<file path="config.mk">
export PLATFORM = sky130hd
export DESIGN_NAME = crg_queue
export DESIGN_NICKNAME = d
export VERILOG_FILES = /design/src/design/crg_queue.sv
export VERILOG_INCLUDE_DIRS = /design/src /design/src/design
export SDC_FILE = /design/constraint.sdc
export NUM_CORES = 1
export LEC_CHECK = 0
export BUFFER_PORTS_ARGS = -buffer_cell sky130_fd_sc_hd__buf_2
export CAP_MARGIN = 20
export CORE_ASPECT_RATIO = 0.75
export CORE_MARGIN = 4
export CORE_UTILIZATION = 61
export CTS_CLUSTER_SIZE = 10
export DETAILED_ROUTE_END_ITERATION = 8
export PLACE_DENSITY = 0.89
export SYNTH_ARGS = -nofsm -noshare
export SYNTH_HDL_FRONTEND = slang
export SYNTH_SLANG_ARGS = --single-unit
</file>
<file path="constraint.sdc">
create_clock -name clk_i -period 3.8 [get_ports clk_i]
set_input_delay 0.19 -clock clk_i [delete_from_list [all_inputs] [get_ports clk_i]]
set_output_delay 0.19 -clock clk_i [all_outputs]
set_load 0.005 [all_outputs]
</file>
<file path="src/design/camera_ray_generator_defines.svh">
// ----------------------------------------------------------------------------
// Camera ray generator assertion macros
// Shared concurrent assertion wrappers, clocked on clk_i and disabled in reset.
// ----------------------------------------------------------------------------
`ifndef CAMERA_RAY_GENERATOR_DEFINES_SVH
`define CAMERA_RAY_GENERATOR_DEFINES_SVH

// Property checked at every rising clock edge outside of reset.
`define CRG_ASSERT(lbl, prop, msg) \
  lbl: assert property (@(posedge clk_i) disable iff (!rst_ni) (prop)) else $error(msg);

// Property whose consequent is checked in the cycle after the antecedent.
`define CRG_ASSERT_NEXT(lbl, ante, cons, msg) \
  lbl: assert property (@(posedge clk_i) disable iff (!rst_ni) (ante) |=> (cons)) \
    else $error(msg);

`endif

</file>
<file path="src/design/crg_queue.sv">
// ----------------------------------------------------------------------------
// Camera ray generator item queue
// Small FIFO that decouples pixel acceptance from the ray datapath.
// ----------------------------------------------------------------------------
`include "camera_ray_generator_defines.svh"

module crg_queue #(
  parameter int unsigned DEPTH = 4,
  parameter int unsigned W     = 36
) (
  input  logic         clk_i,
  input  logic         rst_ni,
  input  logic         push_i,
  input  logic [W-1:0] data_i,
  output logic         full_o,
  input  logic         pop_i,
  output logic         empty_o,
  output logic [W-1:0] data_o
);

  localparam int unsigned PTR_W = (DEPTH > 1) ? $clog2(DEPTH) : 1;
  localparam int unsigned CNT_W = $clog2(DEPTH + 1);

  logic [W-1:0]     mem_q [DEPTH];
  logic [PTR_W-1:0] wr_ptr_q, wr_ptr_d, rd_ptr_q, rd_ptr_d;
  logic [CNT_W-1:0] cnt_q, cnt_d;
  logic             do_push, do_pop;

  assign full_o  = (cnt_q == CNT_W'(DEPTH));
  assign empty_o = (cnt_q == '0);
  assign do_push = push_i && !full_o;
  assign do_pop  = pop_i && !empty_o;
  assign data_o  = mem_q[rd_ptr_q];

  always_comb begin
    wr_ptr_d = wr_ptr_q;
    rd_ptr_d = rd_ptr_q;
    cnt_d    = cnt_q;
    if (do_push) begin
      wr_ptr_d = (wr_ptr_q == PTR_W'(DEPTH - 1)) ? '0 : wr_ptr_q + 1'b1;
    end
    if (do_pop) begin
      rd_ptr_d = (rd_ptr_q == PTR_W'(DEPTH - 1)) ? '0 : rd_ptr_q + 1'b1;
    end
    if (do_push && !do_pop) begin
      cnt_d = cnt_q + 1'b1;
    end else if (do_pop && !do_push) begin
      cnt_d = cnt_q - 1'b1;
    end
  end

  always_ff @(posedge clk_i or negedge rst_ni) begin
    if (!rst_ni) begin
      wr_ptr_q <= '0;
      rd_ptr_q <= '0;
      cnt_q    <= '0;
    end else begin
      wr_ptr_q <= wr_ptr_d;
      rd_ptr_q <= rd_ptr_d;
      cnt_q    <= cnt_d;
    end
  end

  always_ff @(posedge clk_i) begin
    if (do_push) begin
      mem_q[wr_ptr_q] <= data_i;
    end
  end

  `CRG_ASSERT(a_no_overflow, push_i |-> !full_o, "push into a full queue")
  `CRG_ASSERT(a_no_underflow, pop_i |-> !empty_o, "pop from an empty queue")
  `CRG_ASSERT(a_cnt_bound, cnt_q <= CNT_W'(DEPTH), "queue count beyond depth")

endmodule

</file>
==> impl_results.md <==
- Status: complete, no violations
- H-tree levels: 4
- Post-Synth XOR/XNOR Area: 0.00466
- TritonCTS clock tree: built
- Mapped Area: 5640 um2
- Share of post-route cells with drive strength above 1: 0.445
- Syn_area_per_cell: 25.1 um2
- Row count: 30
- Mapped Cells: 225
- Worst skew pair latency: 0.41 ns
- Core area: 9050 um2
- Area of the multi-input gates: 1070 um2
- DP HPWL: 5880 um
- CP peak stage delay: 0.88 ns
- I/O pin cnt: 78
- HP Class: input pin to flip-flop
- Max IR drop VDD: 0.598 mV
- Routed len/inst: 20.9 um
- CTS root buf: clkbuf_16
- Power Total: 5660 uW
- DP Area: 6140 um2
- Routability cong.: 0.684
- Final Cell Area: 7090 um2
- Top post-synthesis cells by area: edfxtp_1 (77%), mux4_2 (14%), dfrtp_1 (3.1%), ha_1 (1.3%), buf_2 (0.53%)
- Fin crit share: 0.661
- Initial DRC count: 254
- CP Cell Sequence: buf_4, mux4_2, buf_2
- Ys async rst share: 0.0464
- Starting Density: 0.623
- Register Area: 4500 um2
- CTS buffer count: 17
- Leakage: 0.00250 uW
- Crit start category: flip-flop
- ANT cells: 0
- Total wire length: 10100 um
- Number of global-route vias before repair: 2939
- Sequential area share after synthesis: 0.798
- First-pass GRT wire length: 16100 um
- Power Dens Cells: 798 nW/um2
- Final WS setup: 1.29 ns
- Max-slew violations: 0
- DRC violations left: 0
- FMAX: 398 MHz
- Post-Synth Adder-Cell Area: 0.0169
- CP top delay family: flip-flops
- HP Start: data_i[6]
- Worst Setup SP: rd_ptr_q[0]
- Initial antenna violation count: 0
- Gr ovfl total: 0
- Worst Clk Skew: 0.0122 ns
- Max_slew headroom: 0.342
- IO buf count: 77
- RSZ-0062 raised after global routing: false
- Nets@finish: 387
- DR pass1 iterations: 4
- Fill count: 451
- Place WS: 1.48 ns
- Largest net degree at the start of global routing: 39
- Chip width: 119 um
- EDFF count, synth: 144
- Total track usage: 0.203
- Top FF cell, synth: edfxtp_1
- Dominant cell type by area after synthesis: edfxtp_1
- Setup bufs post-CTS: 0
- Worst Path Class, Setup: flip-flop to output pin
- CP bufs+invs: 2
- Synth top area share: 0.767
- Crit. End Element: output pin
- Drt via density: 5.56
- CP arrival: 2.32 ns
- Final setup fails: 0
- Crit-path slowest cell: dfrtp_2
- CP max FO: 23
- Yosys reg bits: 151
- Height of the chip: 91.3 um
- Area Overhead vs Synth: 25.7%
- CP Data Required Time: 3.61 ns
- YS warnings: 0
- Mapped Nets: 272
- Clock sink total: 151
- Main combinational cell family by area after synthesis: multiplexers
- Synth Area in Compound Gates: 0.00355
- Vias post-DR: 2672
- TNS Setup: 0 ns
- Max cap viols: 0
- Tmin final: 2.51 ns
- Simple-Gate Fraction of Synth Area: 0.0109
- Synth cell types: 20
- Post-DRT Antenna Nets: 0
- Post-synthesis mux area share: 0.153
- Clk buf depth: 2
- Count of final hold-check violations: 0
- Slew at the pin with the worst max-slew slack: 0.986 ns
- Crit Reg-Reg Startpoint: cnt_q[2]
- CTS clock-pin slew for the worst setup and hold paths: 0.06 ns
- Die ar.: 10900 um2
timing repair:
item                                    in CTS  in global routing
resized for setup                            0                  0
hold buffers                                22                  4
endpoints found under the setup margin       0                  0
hold endpoints to repair                    82                 12
sequential cells by signal (all words and copies together), names as in the netlist:
| signal | flops |
|---|---|
| wr_ptr_q | 2 |
| mem_q | 144 |
| rd_ptr_q | 2 |
| cnt_q | 3 |
metal layers:
layer	wire length, um	part of all wire	GRT usage	vias up
li1	-	-	-	1183
met5	0	0	0	-
met1	4060	0.40	0.253	1395
met3	607	0.060	0.0741	6
met2	5350	0.53	0.342	88
met4	60	0.0060	0.0559	0
layout make-up:
class                           count  share of cell area
Timing Repair Buffer              105              0.0932
Clock buffer                       18              0.0605
Clock inverter                     14              0.0358
Tap cell                          128              0.0226
Multi-Input combinational cell     62               0.151
Inverter                            3             0.00159
Sequential cell                   151               0.635
synthesized netlist by cell type, drive strengths merged, types with 2 or more instances:
master	instances
nor3	2
edfxtp	144
and2	4
mux4	36
ha	6
mux2	4
buf	9
dfrtp	7
inv	3
xor2	2
nor2	2
kinds of logic (layout without fill, tap and decap cells):
group / count (synthesis) / after routing
AOI/OAI and AO/OA: 2 / 2
muxes: 40 / 40
and+or+nand+nor: 10 / 10
DFF: 151 / 151
xor gates and xnor gates: 3 / 3
adders and majority gates: 7 / 7
buffers and inverters: 12 / 140
final timing paths:
kind | endpoint | slack [ns] | cells past startpoint
worst max register to register | mem_q[2][7] | 1.49 | 3
min in group asynchronous | cnt_q[0] | 0.16 | 2
max in group asynchronous | rd_ptr_q[1] | 3.46 | 2
worst min-delay path | mem_q[0][6] | 0.009 | 1
worst max-delay path | data_o[20] | 1.29 | 3
worst min register to register | cnt_q[2] | 0.58 | 1
through the flow:
step / std cells / hold slack [ns] / utilization
3_5_place_dp: 423 / 0.0412 / 0.679
2_1_floorplan: 225 / -0.106 / -
3_3_place_gp: 423 / 0.0418 / 0.679
5_1_grt: 481 / 0.00200 / 0.784
6_report: 481 / 0.00852 / 0.784
4_1_cts: 477 / 0.00167 / 0.779
report_power, final:
part           internal [uW]  switching (uW)
Combinational            707             565
Sequential              2210             262
Clock                   1290             618
Total                   4210            1440
placed cells by master (no fill, tap or decap), types with 3 or more instances in the layout:
| cell type | n |
|---|---|
| and2_2 | 4 |
| ha_1 | 6 |
| buf_2 | 77 |
| inv_1 | 3 |
| dfrtp_1 | 5 |
| edfxtp_1 | 144 |
| dlygate4sd3_1 | 26 |
| bufinv_16 | 7 |
| mux4_2 | 36 |
| clkbuf_16 | 17 |
| clkinvlp_4 | 4 |
Note: power is estimated with default switching activity, not from simulation.
